$ cat config.mk
export PLATFORM = sky130hd
export DESIGN_NAME = rgb_to_uyvy_packer_core
export DESIGN_NICKNAME = d
export VERILOG_FILES = /design/src/hw/rtl/rtu_pkg.sv /design/src/hw/rtl/rtu_convert.sv /design/src/hw/rtl/rtu_pack.sv /design/src/hw/rtl/rgb_to_uyvy_packer_core.sv
export SDC_FILE = /design/constraint.sdc
export NUM_CORES = 1
export LEC_CHECK = 0
export BUFFER_PORTS_ARGS = -buffer_cell sky130_fd_sc_hd__buf_2
export CAP_MARGIN = 10
export CORE_ASPECT_RATIO = 0.8
export CORE_UTILIZATION = 30
export DETAILED_ROUTE_END_ITERATION = 8
export SLEW_MARGIN = 0
export SYNTH_ARGS = -nofsm -noshare
export SYNTH_HDL_FRONTEND = slang
export SYNTH_SLANG_ARGS = --single-unit
$ cat constraint.sdc
create_clock -name clock -period 19.2 [get_ports clock]
set_input_delay 0.96 -clock clock [delete_from_list [all_inputs] [get_ports clock]]
set_output_delay 0.96 -clock clock [all_outputs]
set_load 0.02 [all_outputs]
$ cat src/hw/rtl/rtu_pkg.sv
// -----------------------------------------------------------------------------
// rtu_pkg
// Shared types for the RGB to UYVY 4:2:2 packer: the request and result
// payloads and the converted colour triple passed between stages.
// -----------------------------------------------------------------------------
package rtu_pkg;

   typedef struct packed {
      logic [7:0] red;
      logic [7:0] green;
      logic [7:0] blue;
      logic       line_start;
   } pixel_type;

   typedef struct packed {
      logic [7:0] chroma_byte;
      logic [7:0] luma_byte;
      logic       chroma_is_u;
   } result_type;

   typedef struct packed {
      logic [7:0] y;
      logic [7:0] u;
      logic [7:0] v;
   } ycc_type;

endpackage

$ cat src/hw/rtl/rtu_convert.sv
// -----------------------------------------------------------------------------
// rtu_convert
// Combinational BT.601 studio-swing conversion of one 8-bit RGB pixel into
// Y, U and V bytes, using rounded unsigned fixed-point coefficients.
// -----------------------------------------------------------------------------
module rtu_convert #(
   parameter int COEF_FRAC_BITS = 16
) (
   input  rtu_pkg::pixel_type pixel,
   output rtu_pkg::ycc_type   ycc
);
   import rtu_pkg::*;

   localparam int W = COEF_FRAC_BITS + 10;

   localparam logic [W-1:0] K257 = W'(((64'd257 << COEF_FRAC_BITS) + 64'd500) / 64'd1000);
   localparam logic [W-1:0] K504 = W'(((64'd504 << COEF_FRAC_BITS) + 64'd500) / 64'd1000);
   localparam logic [W-1:0] K098 = W'(((64'd98 << COEF_FRAC_BITS) + 64'd500) / 64'd1000);
   localparam logic [W-1:0] K148 = W'(((64'd148 << COEF_FRAC_BITS) + 64'd500) / 64'd1000);
   localparam logic [W-1:0] K291 = W'(((64'd291 << COEF_FRAC_BITS) + 64'd500) / 64'd1000);
   localparam logic [W-1:0] K368 = W'(((64'd368 << COEF_FRAC_BITS) + 64'd500) / 64'd1000);
   localparam logic [W-1:0] K071 = W'(((64'd71 << COEF_FRAC_BITS) + 64'd500) / 64'd1000);
   localparam logic [W-1:0] KUB  = K148 + K291;
   localparam logic [W-1:0] KVR  = K368 + K071;
   localparam logic [W-1:0] OFS16  = W'(64'd16 << COEF_FRAC_BITS);
   localparam logic [W-1:0] OFS128 = W'(64'd128 << COEF_FRAC_BITS);

   logic [W-1:0] r_ext;
   logic [W-1:0] g_ext;
   logic [W-1:0] b_ext;
   logic [W-1:0] y_pos;
   logic [W-1:0] u_pos;
   logic [W-1:0] u_neg;
   logic [W-1:0] v_pos;
   logic [W-1:0] v_neg;

   function automatic logic [7:0] to_byte(input logic [W-1:0] pos, input logic [W-1:0] neg);
      logic [W-1:0] diff;
      logic [7:0]   res;
      diff = pos - neg;
      if (neg > pos) begin
         res = 8'd0;
      end else if (|diff[W-1:COEF_FRAC_BITS+8]) begin
         res = 8'hFF;
      end else begin
         res = diff[COEF_FRAC_BITS+7:COEF_FRAC_BITS];
      end
      return res;
   endfunction

   assign r_ext = W'(pixel.red);
   assign g_ext = W'(pixel.green);
   assign b_ext = W'(pixel.blue);

   assign y_pos = K257 * r_ext + K504 * g_ext + K098 * b_ext + OFS16;
   assign u_pos = KUB * b_ext + OFS128;
   assign u_neg = K148 * r_ext + K291 * g_ext;
   assign v_pos = KVR * r_ext + OFS128;
   assign v_neg = K368 * g_ext + K071 * b_ext;

   assign ycc.y = to_byte(y_pos, '0);
   assign ycc.u = to_byte(u_pos, u_neg);
   assign ycc.v = to_byte(v_pos, v_neg);

endmodule

$ cat src/hw/rtl/rtu_pack.sv
// -----------------------------------------------------------------------------
// rtu_pack
// UYVY packing stage: tracks pixel parity, holds the even pixel's V for the
// following odd pixel and drives the registered result channel.
// -----------------------------------------------------------------------------
module rtu_pack (
   input  logic                clock,
   input  logic                reset,
   input  logic                advance,
   input  rtu_pkg::ycc_type    ycc,
   input  logic                line_start,
   input  logic                rsp_stall,
   output logic                rsp_valid,
   output rtu_pkg::result_type rsp_result
);
   import rtu_pkg::*;

   logic       odd_pixel_ff;
   logic       odd_pixel_in;
   logic [7:0] held_v_ff;
   logic [7:0] held_v_in;
   logic       valid_ff;
   logic       valid_in;
   result_type result_ff;
   result_type result_in;
   logic       even;

   always_comb begin
      even         = line_start | ~odd_pixel_ff;
      odd_pixel_in = odd_pixel_ff;
      held_v_in    = held_v_ff;
      result_in    = result_ff;
      valid_in     = valid_ff & rsp_stall;
      if (advance) begin
         valid_in             = 1'b1;
         result_in.luma_byte  = ycc.y;
         result_in.chroma_is_u = even;
         odd_pixel_in         = even;
         if (even) begin
            result_in.chroma_byte = ycc.u;
            held_v_in             = ycc.v;
         end else begin
            result_in.chroma_byte = held_v_ff;
         end
      end
   end

   always_ff @(posedge clock) begin
      if (reset) begin
         odd_pixel_ff <= 1'b0;
         held_v_ff    <= 8'd0;
         valid_ff     <= 1'b0;
      end else begin
         odd_pixel_ff <= odd_pixel_in;
         held_v_ff    <= held_v_in;
         valid_ff     <= valid_in;
      end
      result_ff <= result_in;
   end

   assign rsp_valid  = valid_ff;
   assign rsp_result = result_ff;

endmodule

$ cat src/hw/rtl/rgb_to_uyvy_packer_core.sv
// -----------------------------------------------------------------------------
// rgb_to_uyvy_packer_core
// BT.601 RGB to UYVY 4:2:2 packer, one pixel per request.
//
// A request on the req_ channel carries one 8-bit RGB pixel and a line-start
// flag; each request yields exactly one result on the rsp_ channel holding a
// chroma byte, the pixel's luma byte and a flag telling U from V. Even pixels
// send their own U and keep their V; odd pixels send the kept V.
// The request is captured in an input register, converted by combinational
// logic and written to the result register, which drives the rsp_ channel.
// One request is taken every cycle while the receiver keeps taking results;
// the multiply-add path of the conversion stage sets the clock limit.
// Reset empties both registers, clears the held V to zero and makes the next
// pixel even. While the receiver stalls, the result holds, the input register
// fills and req_stall rises only once both registers are occupied.
// -----------------------------------------------------------------------------
module rgb_to_uyvy_packer_core #(
   parameter int COEF_FRAC_BITS = 16
) (
   input  logic                clock,
   input  logic                reset,
   input  logic                req_valid,
   output logic                req_stall,
   input  rtu_pkg::pixel_type  req_pixel,
   output logic                rsp_valid,
   input  logic                rsp_stall,
   output rtu_pkg::result_type rsp_result
);
   import rtu_pkg::*;

   logic      s1_valid_ff;
   logic      s1_valid_in;
   pixel_type s1_pixel_ff;
   pixel_type s1_pixel_in;
   logic      accept;
   logic      advance;
   ycc_type   ycc;

   assign advance   = s1_valid_ff & ~(rsp_valid & rsp_stall);
   assign req_stall = s1_valid_ff & rsp_valid & rsp_stall;
   assign accept    = req_valid & ~req_stall;

   always_comb begin
      s1_valid_in = accept | (s1_valid_ff & ~advance);
      s1_pixel_in = accept ? req_pixel : s1_pixel_ff;
   end

   always_ff @(posedge clock) begin
      if (reset) begin
         s1_valid_ff <= 1'b0;
      end else begin
         s1_valid_ff <= s1_valid_in;
      end
      s1_pixel_ff <= s1_pixel_in;
   end

   rtu_convert #(
      .COEF_FRAC_BITS(COEF_FRAC_BITS)
   ) u_convert (
      .pixel(s1_pixel_ff),
      .ycc  (ycc)
   );

   rtu_pack u_pack (
      .clock     (clock),
      .reset     (reset),
      .advance   (advance),
      .ycc       (ycc),
      .line_start(s1_pixel_ff.line_start),
      .rsp_stall (rsp_stall),
      .rsp_valid (rsp_valid),
      .rsp_result(rsp_result)
   );

`ifndef SYNTHESIS
   a_stall_only_when_full: assert property (@(posedge clock) disable iff (reset)
      req_stall |-> (s1_valid_ff && rsp_valid && rsp_stall))
      else $error("request stalled while a stage was free");

   a_input_moves_on: assert property (@(posedge clock) disable iff (reset)
      (s1_valid_ff && !(rsp_valid && rsp_stall)) |=> rsp_valid)
      else $error("advancing request produced no result");

   a_reset_empties: assert property (@(posedge clock)
      reset |=> (!rsp_valid && !s1_valid_ff))
      else $error("pipeline not empty after reset");
`endif

endmodule
**Yosys cells after proc, flatten, opt, wreduce, memory -nomap -nowiden**

Index checks and enable logic that the tools add are counted.

- Add/subtract/negate cells: 9
- Multiply operators: 9
- Magnitude comparators: 3
- Mux-type cells: 7
- Bitwise gates (word level): 12
- Reductions and logical operators: 4

Operator list:

| operator | count |
|---|---|
| $add 26x26->26 | 4 |
| $mul 15x8->23 const A | 4 |
| $mul 14x8->22 const A | 3 |
| $add 26x24->26 const B | 2 |
| $gt 26x26->1 | 2 |
| $sub 26x26->26 | 2 |
| $mux 8 | 6 |
| $mul 13x8->21 const A | 2 |
| $add 26x21->26 const B | 1 |
| $gt 1x26->1 const A | 1 |
| $and 1x1->1 | 6 |
| $reduce_or 2->1 | 3 |
| $not 1->1 | 4 |
| $or 1x1->1 | 2 |
| $reduce_and 2->1 | 1 |
| $mux 1 | 1 |

- Bits in registers: 53
- Bits of input ports: 29
- Logic and storage cells: 55

**Logic depth before layout (Yosys ltp)**

Gate-level depths: netlist of the first run.

- Depth in word-level cells: 7
- Depth in mapped cells: 34

**By module**

From an unflattened synthesis of the first run, not the netlist that was laid out.

- Cell total of the unflattened synthesis: 1966
- Area, all modules: 18987.0 um^2

Modules (own cells, without submodules):

| module | instances | cells each | area each (um^2) |
|---|---|---|---|
| rtu_convert | 1 | 1862 | 17098.9 |
| rtu_pack | 1 | 72 | 1079.8 |
| rgb_to_uyvy_packer_core | 1 | 32 | 808.3 |

**Least setup slack after synthesis of the first run**

No wires, ideal clock.

- Path type: register to register
- From: register s1_pixel_ff[12] in the netlist's numbering
- To: register u_pack.result_ff, in the netlist u_pack.rsp_result[15] (data pin)
- Arrival time: 7232 ps
- Setup slack: 11816 ps
- Cell stages (with the launch flop): 31
- Period minus slack after synthesis: 7384 ps
- Cell sequence: edfxtp_1 > fa_1 > fa_1 > inv_1 > fa_1 > fa_1 > inv_1 > ha_1 > inv_1 > nor2_1 > a31o_2 > o22ai_1 > xnor2_1 > ha_1 > and3_1 > a221oi_2 > o21bai_1 > a21oi_1 > o21bai_1 > a21oi_1 > xnor2_1 > ha_1 > a21oi_1 > o21ai_0 > nor3_1 > a21oi_2 > a31oi_2 > o21ai_1 > a31oi_1 > or4b_1 > a31oi_1

- Word-level cells in the longest chain between the ends: 7
- Elaborated cells on any way between the ends: 8
- Those cells by class: add/sub: 2; mul: 1; order compare: 1; mux: 3; reduce/logical: 1

Ends and longest elaborated chain:

| what | line | text |
|---|---|---|
| from (decl) | rgb_to_uyvy_packer_core.sv:33 | `pixel_type s1_pixel_ff;` |
| from (signal assigned) | rgb_to_uyvy_packer_core.sv:54 | `s1_pixel_ff <= s1_pixel_in;` |
| $mul 15x8->23 (*) | rtu_convert.sv:57 | `assign u_neg = K148 * r_ext + K291 * g_ext;` |
| $add 26x26->26 (*) | rtu_convert.sv:57 |  |
| $sub 26x26->26 | rtu_convert.sv:40 | `diff = pos - neg;` |
| $reduce_or 2->1 | rtu_convert.sv:43 | `end else if (\|diff[W-1:COEF_FRAC_BITS+8]) begin` |
| $mux 8 | rtu_convert.sv:43 |  |
| $mux 8 (*) | rtu_convert.sv:41 | `if (neg > pos) begin` |
| $mux 8 (*) | rtu_pack.sv:39 | `if (even) begin` |
| to (signal assigned) | rtu_pack.sv:58 | `result_ff <= result_in;` |
| to (decl) | rtu_pack.sv:24 | `result_type result_ff;` |

Mark *: on every way between the ends. The rest lies on a longest branch, timed or not.
A chain may end at the register's enable or synchronous reset.

**Final worst setup path of the first run**

- From: register s1_pixel_ff[12] in the netlist's numbering
- To: register u_pack.result_ff, in the netlist u_pack.rsp_result[14] (data pin)

Same word-level chain as after synthesis.

==> out/metrics.yaml, run 1 <==
placement:
  port_buffers: 47
  hpwl_um: 49600
  place_congestion: 1.01
  post-place-ws_ns: 10.74
floorplan:
  floorplan.initialDensity: 0.304
  die_h_um: 233
  die_width_um: 290
  boundaryPins: 48
  area_of_the_core_region_um2: 65700
  rows: 84
  fp.dieArea_um2: 67500
global_routing:
  grt.total_usage: 0.167
  grt_pass1_vias: 15100
  use_met2: 0.246
  initial_antenna_violation_count: 7
  met3_usage: 0.0320
  global_route_wire_length_before_repair_um: 86600
  global_route.usage.met1: 0.253
  grt_max_degree: 26
  grt_overflow: 0
  global_route.peak_usage_layer: "met1"
synthesis:
  synth.ff_latch_count: 53
  ys_types: 78
  number_of_enable_type_register_cells_in_the_synthesized_netlist: 42
  postSynthCellCount: 2201
  yosysSeqAreaShare: 0.0743
  synthArstFlopShare: 0
  avgSynthCellArea_um2: 9.06
  synth_nets: 2942
  ys_warn_count: 0
  post_synth_instance_area_um2: 19900
  postSynth.topFlopCell: "sky130_fd_sc_hd__edfxtp_1"
finish:
  finish.net_count: 2996
  multiInputGateArea_um2: 17100
  area_growth_pct: 7.43
  num-fill-cells: 6858
  utilization: 0.326
  seqCellArea_um2: 1480
  num_antenna_cells: 0
  layout-drive-gt1-share: 0.0408
  layout.cells.most_common_list: "sky130_fd_sc_hd__ha_1, sky130_fd_sc_hd__inv_1, sky130_fd_sc_hd__fa_1"
  mostFrequentLayoutCell: "sky130_fd_sc_hd__ha_1"
worst_setup_path:
  timing.critical_path.fanout_max: 13
  critical_path_buf_inv_count: 3
  path_common_cell: "sky130_fd_sc_hd__fa_1"
  worst_setup_path_start_kind: "register"
  worstSetupEndpointType: "register"
  crit_arrival_ns: 8.61
  cpPeakStageDelay_ns: 0.85
  timing.critical_path.slowest_stage_cell: "sky130_fd_sc_hd__fa_1"
  crit_required_ns: 19.25
  type_of_the_worst_setup_path: "reg2reg"
  timing.critical_path.max_delay_family: "adder cells"
sta:
  worst_case_headroom_to_the_max_slew_limit: 0.292
  finalClockSkew_ns: 0.0266
  grt_setup_unrepaired: "false"
  finalMaxSlewViolations: 0
  worstMarginPinSlew_ns: 1.06
  time_the_worst_path_needs_with_i_o_delays_and_setup_ns: 8.56
  setup_slack_ns: 10.64
  hold_ws_ns: 0.476
  timing.final.crit_share: 0.446
  fin_setup_tns_ns: 0
  clock.fmax_ghz: 0.117
  timing.final.hold_violations: 0
  report.final.setup_viol: 0
route:
  drc: 0
  firstDrtPassIters: 6
  route.vias.total: 15700
  drt-vias-per-instance: 5.03
  totalWireLength_um: 56200
  first_iter_violations: 1222
  routed_wire_length_per_instance_um: 18.0
  final_antenna_net_count: 0
clock_network:
  cts_hold_buffers: 0
  tritoncts: "done"
  max_root_sink_buffers: 2
  clkSinkCount: 53
  cts.reportedPaths.clkPinSlew_ns: 0.11
  cts_root_buffer: "sky130_fd_sc_hd__clkbuf_16"
  post-cts-setup-buffers: 0
  post_cts_resized: 0
  num_cts_buffers: 5
  insertion_delay_ns: 0.35
  htree_num_levels: 2
flow_run:
  max_cap_check_violation_count: 0
min_path:
  hp-class: "reg2reg"
status:
  run_status: "complete, no violations"
worst register-to-register path, stage by stage (launching register included):
cell	delay (ns)
sky130_fd_sc_hd__edfxtp_1	0.67
sky130_fd_sc_hd__fa_1	0.86
sky130_fd_sc_hd__fa_1	0.48
sky130_fd_sc_hd__inv_1	0.08
sky130_fd_sc_hd__fa_1	0.43
sky130_fd_sc_hd__fa_1	0.49
sky130_fd_sc_hd__inv_1	0.04
sky130_fd_sc_hd__ha_1	0.32
sky130_fd_sc_hd__inv_1	0.07
sky130_fd_sc_hd__o21bai_1	0.14
sky130_fd_sc_hd__a21oi_1	0.11
sky130_fd_sc_hd__o21bai_1	0.27
sky130_fd_sc_hd__a41oi_1	0.19
sky130_fd_sc_hd__o21ai_0	0.41
sky130_fd_sc_hd__nand2_1	0.16
sky130_fd_sc_hd__xnor2_1	0.60
sky130_fd_sc_hd__ha_1	0.43
sky130_fd_sc_hd__a21o_1	0.19
sky130_fd_sc_hd__a21o_1	0.18
sky130_fd_sc_hd__a41oi_1	0.22
sky130_fd_sc_hd__xor2_1	0.25
sky130_fd_sc_hd__ha_1	0.28
sky130_fd_sc_hd__and3_1	0.16
sky130_fd_sc_hd__a2111o_1	0.44
sky130_fd_sc_hd__a21oi_1	0.24
sky130_fd_sc_hd__o21ai_0	0.11
sky130_fd_sc_hd__nor2_1	0.34
sky130_fd_sc_hd__a311oi_1	0.11
final timing paths:
kind	start	cells past startpoint	to	slack (ns)
setup / recovery	s1_pixel_ff[12]	27	u_pack.rsp_result[14]	10.64
setup reg to reg	s1_pixel_ff[12]	27	u_pack.rsp_result[14]	10.64
hold reg to reg	u_pack.held_v_ff[5]	1	u_pack.held_v_ff[5]	0.48
hold / removal	u_pack.held_v_ff[5]	1	u_pack.held_v_ff[5]	0.48
cells by family (layout without fill, tap and decap cells):
family	after synthesis	in the layout	share of synthesized area
AO/OA/AOI/OAI	502	502	0.171
adder cells (fa/ha/maj)	712	712	0.510
flip-flops	53	53	0.0743
buffers and inverters	368	423	0.0693
AND/OR/NAND/NOR	384	384	0.0955
XOR/XNOR	181	181	0.0795
multiplexers	1	1	0.000502
through the flow:
stage / area, um2 / instances
after floorplan: 19900 / 2201
after global placement: 21300 / 3108
after detailed placement: 21300 / 3108
after CTS: 21400 / 3116
after global routing: 21400 / 3116
final: 21400 / 3116
state kept, by name, summed over array words and instances, names as in the netlist:
signal and count:
u_pack.held_v_ff 8, u_pack.rsp_valid 1, u_pack.odd_pixel_ff 1, u_pack.rsp_result 17, s1_valid_ff 1, s1_pixel_ff 25
Yosys cell counts, drive strengths merged, types with 9 or more instances:
cell     count  area (um2)
o211ai      13         111
or2         12        75.1
nor3        37         185
a32o         9        90.1
xor2        59         517
o21ai       86         430
o21bai      30         225
a21o        53         398
a211oi      26         205
dfxtp       11         220
nor2       126         473
a21oi      137         693
or3         11        68.8
nand2       64         240
nor2b       22         138
xnor2      122        1070
ha         544        6810
o31ai        9        67.6
a2111oi     12         111
inv        365        1370
nand3       29         145
fa         168        3360
o31a         9        78.8
and3        13        81.3
edfxtp      42        1260
and2        10        62.6
nand2b      20         125
o21a        33         248
a31oi       21         153
layer usage:
| metal | vias up | wire [um] |
|---|---|---|
| met5 | - | 7 |
| met4 | 2 | 818 |
| met3 | 39 | 3940 |
| met2 | 376 | 22400 |
| met1 | 7415 | 29000 |
| li1 | 7850 | - |
area by class of cell:
class | count | area share
clock inverters | 3 | 0.00123
flip-flops and latches | 53 | 0.0691
multi-input cells | 1780 | 0.798
repair buffers | 49 | 0.0117
inverters | 366 | 0.0641
clock buffers | 5 | 0.00584
well taps | 860 | 0.0502
Power of run 1 is not shown: default switching activity piles up to over one toggle a cycle in this logic, so the estimate is an artifact.
==> run 2, diff against run 1 <==
==> constraint.sdc (replaced) <==
create_clock -name clock -period 7.8 [get_ports clock]
set_input_delay 0.39 -clock clock [delete_from_list [all_inputs] [get_ports clock]]
set_output_delay 0.39 -clock clock [all_outputs]
set_load 0.02 [all_outputs]
==> out/metrics.yaml, run 2 (same netlist as run 1, synthesis figures left out) <==
status:
  run_status: "complete, no violations"
finish:
  num-fill-cells: 6772
  finish.net_count: 3090
  area_growth_pct: 13.1
  multiInputGateArea_um2: 17500
  num_antenna_cells: 0
  utilization: 0.344
  largest_reg_flops: 25
  seqCellArea_um2: 1480
  mostFrequentLayoutCell: "sky130_fd_sc_hd__ha_1"
  registers.top_by_ff_count: "s1_pixel_ff"
  layout-drive-gt1-share: 0.109
  layout.cells.most_common_list: "sky130_fd_sc_hd__ha_1, sky130_fd_sc_hd__inv_1, sky130_fd_sc_hd__fa_1"
  final-instance-count-excl-fill: 3210
clock_network:
  cts.reportedPaths.clkPinSlew_ns: 0.11
  max_root_sink_buffers: 2
  htree_num_levels: 2
  clkSinkCount: 53
  tritoncts: "done"
  insertion_delay_ns: 0.36
  num_cts_buffers: 5
  cts_hold_buffers: 0
  cts_root_buffer: "sky130_fd_sc_hd__clkbuf_16"
sta:
  clock.fmax_ghz: 0.132
  worstMarginPinSlew_ns: 1.11
  time_the_worst_path_needs_with_i_o_delays_and_setup_ns: 7.60
  finalMaxSlewViolations: 0
  hold_ws_ns: 0.198
  timing.final.hold_violations: 0
  worst_case_headroom_to_the_max_slew_limit: 0.258
  fin_setup_tns_ns: 0
  timing.final.crit_share: 0.974
  report.final.setup_viol: 0
  finalClockSkew_ns: 0.0355
worst_setup_path:
  critical_path_buf_inv_count: 3
  crit_required_ns: 7.98
  worstSetupEndpointType: "register"
  r2r-start: "s1_pixel_ff[15]"
  startpoint: "s1_pixel_ff[15]"
  timing.critical_path.fanout_max: 6
  worstRegToRegCells: 26
  path_common_cell: "sky130_fd_sc_hd__fa_1"
  crit_arrival_ns: 7.77
  type_of_the_worst_setup_path: "reg2reg"
  timing.critical_path.max_delay_family: "adder cells"
  cpPeakStageDelay_ns: 0.67
  last_element_of_the_critical_path: "u_pack.rsp_result[15]"
  r2r_end: "u_pack.rsp_result[15]"
  rrSetupSlack_ns: 0.20
  timing.critical_path.slowest_stage_cell: "sky130_fd_sc_hd__fa_2"
  total_stage_count_of_the_critical_path: 26
  worst_setup_path_start_kind: "register"
route:
  route.vias.total: 16100
  drc: 0
  first_iter_violations: 922
  firstDrtPassIters: 6
  final_antenna_net_count: 0
  totalWireLength_um: 57000
  drt-vias-per-instance: 5.02
  routed_wire_length_per_instance_um: 17.8
floorplan:
  floorplan.initialDensity: 0.304
  rows: 84
  die_width_um: 290
  fp.dieArea_um2: 67500
  boundaryPins: 48
  area_of_the_core_region_um2: 65700
  die_h_um: 233
global_routing:
  global_route_wire_length_before_repair_um: 87100
  global_route.usage.met1: 0.243
  grt_max_degree: 26
  initial_antenna_violation_count: 3
  grt_overflow: 0
  met3_usage: 0.0517
  use_met2: 0.246
  global_route.peak_usage_layer: "met2"
  grt.total_usage: 0.168
  grt_pass1_vias: 15400
min_path:
  hp-class: "in2reg"
flow_run:
  max_cap_check_violation_count: 0
placement:
  hpwl_um: 50200
  place_congestion: 0.953
  placedCellCount: 3177
  port_buffers: 47
run 2: cell count changes in the layout (fill, tap and decap cells not counted), moves of 5 or more:
cell                      change
sky130_fd_sc_hd__xnor2_2      +7
sky130_fd_sc_hd__buf_4       +88
sky130_fd_sc_hd__xnor2_1      -7
sky130_fd_sc_hd__a21oi_2     +19
sky130_fd_sc_hd__o21ai_0      -7
sky130_fd_sc_hd__ha_1        -13
sky130_fd_sc_hd__a21oi_1     -20
sky130_fd_sc_hd__buf_6        +5
sky130_fd_sc_hd__ha_2         +5
sky130_fd_sc_hd__ha_4         +8
run 2: worst register-to-register path: cells and delay by family, from the launching register on:
family,cells,cell delay (ns)
fa+ha+maj,7,3.05
compound gates,11,2.41
simple gates,3,0.76
xor+xnor,2,0.55
flops,1,0.45
buf+inv,3,0.20
run 2: per-stage QoR:
step | worst slack, ns | area (um2)
detailed placement | -0.0409 | 21800
CTS | 0.0522 | 22000
finish | 0.203 | 22600
global route | -0.0709 | 22600
global placement | 0.0164 | 21800
floorplan | 0.416 | 19900
run 2: worst min-delay path by stage:
stage                     slack (ns)                start                  end  cells past startpoint
final                           0.20         req_pixel[9]       s1_pixel_ff[9]                      1
after global routing            0.19         req_pixel[9]       s1_pixel_ff[9]                      1
after CTS                       0.19         req_pixel[9]       s1_pixel_ff[9]                      1
after detailed placement        0.47  u_pack.held_v_ff[4]  u_pack.held_v_ff[4]                      1
after global placement          0.46  u_pack.held_v_ff[3]  u_pack.held_v_ff[3]                      1
after floorplan                 0.44  u_pack.held_v_ff[0]  u_pack.held_v_ff[0]                      1
run 2: timing repair:
action | 4_1_cts | 5_1_grt
endpoints found under the setup margin | 15 | 24
pin swaps | 0 | 37
setup buffers | 0 | 25
resized for setup | 3 | 92
run 2: final cells by class:
type / instances / area share
clock inverters: 3 / 0.00116
flip-flops and latches: 53 / 0.0656
multi-input cells: 1780 / 0.775
repair buffers: 143 / 0.0437
inverters: 366 / 0.0609
clock buffers: 5 / 0.00554
well taps: 860 / 0.0477
run 2: metal layers:
metal | routed length [um] | share of wire
met1 | 28500 | 0.50
met2 | 23000 | 0.40
met3 | 4970 | 0.087
met4 | 617 | 0.011
met5 | 0 | 0
Power of run 2 is left out for the same reason.
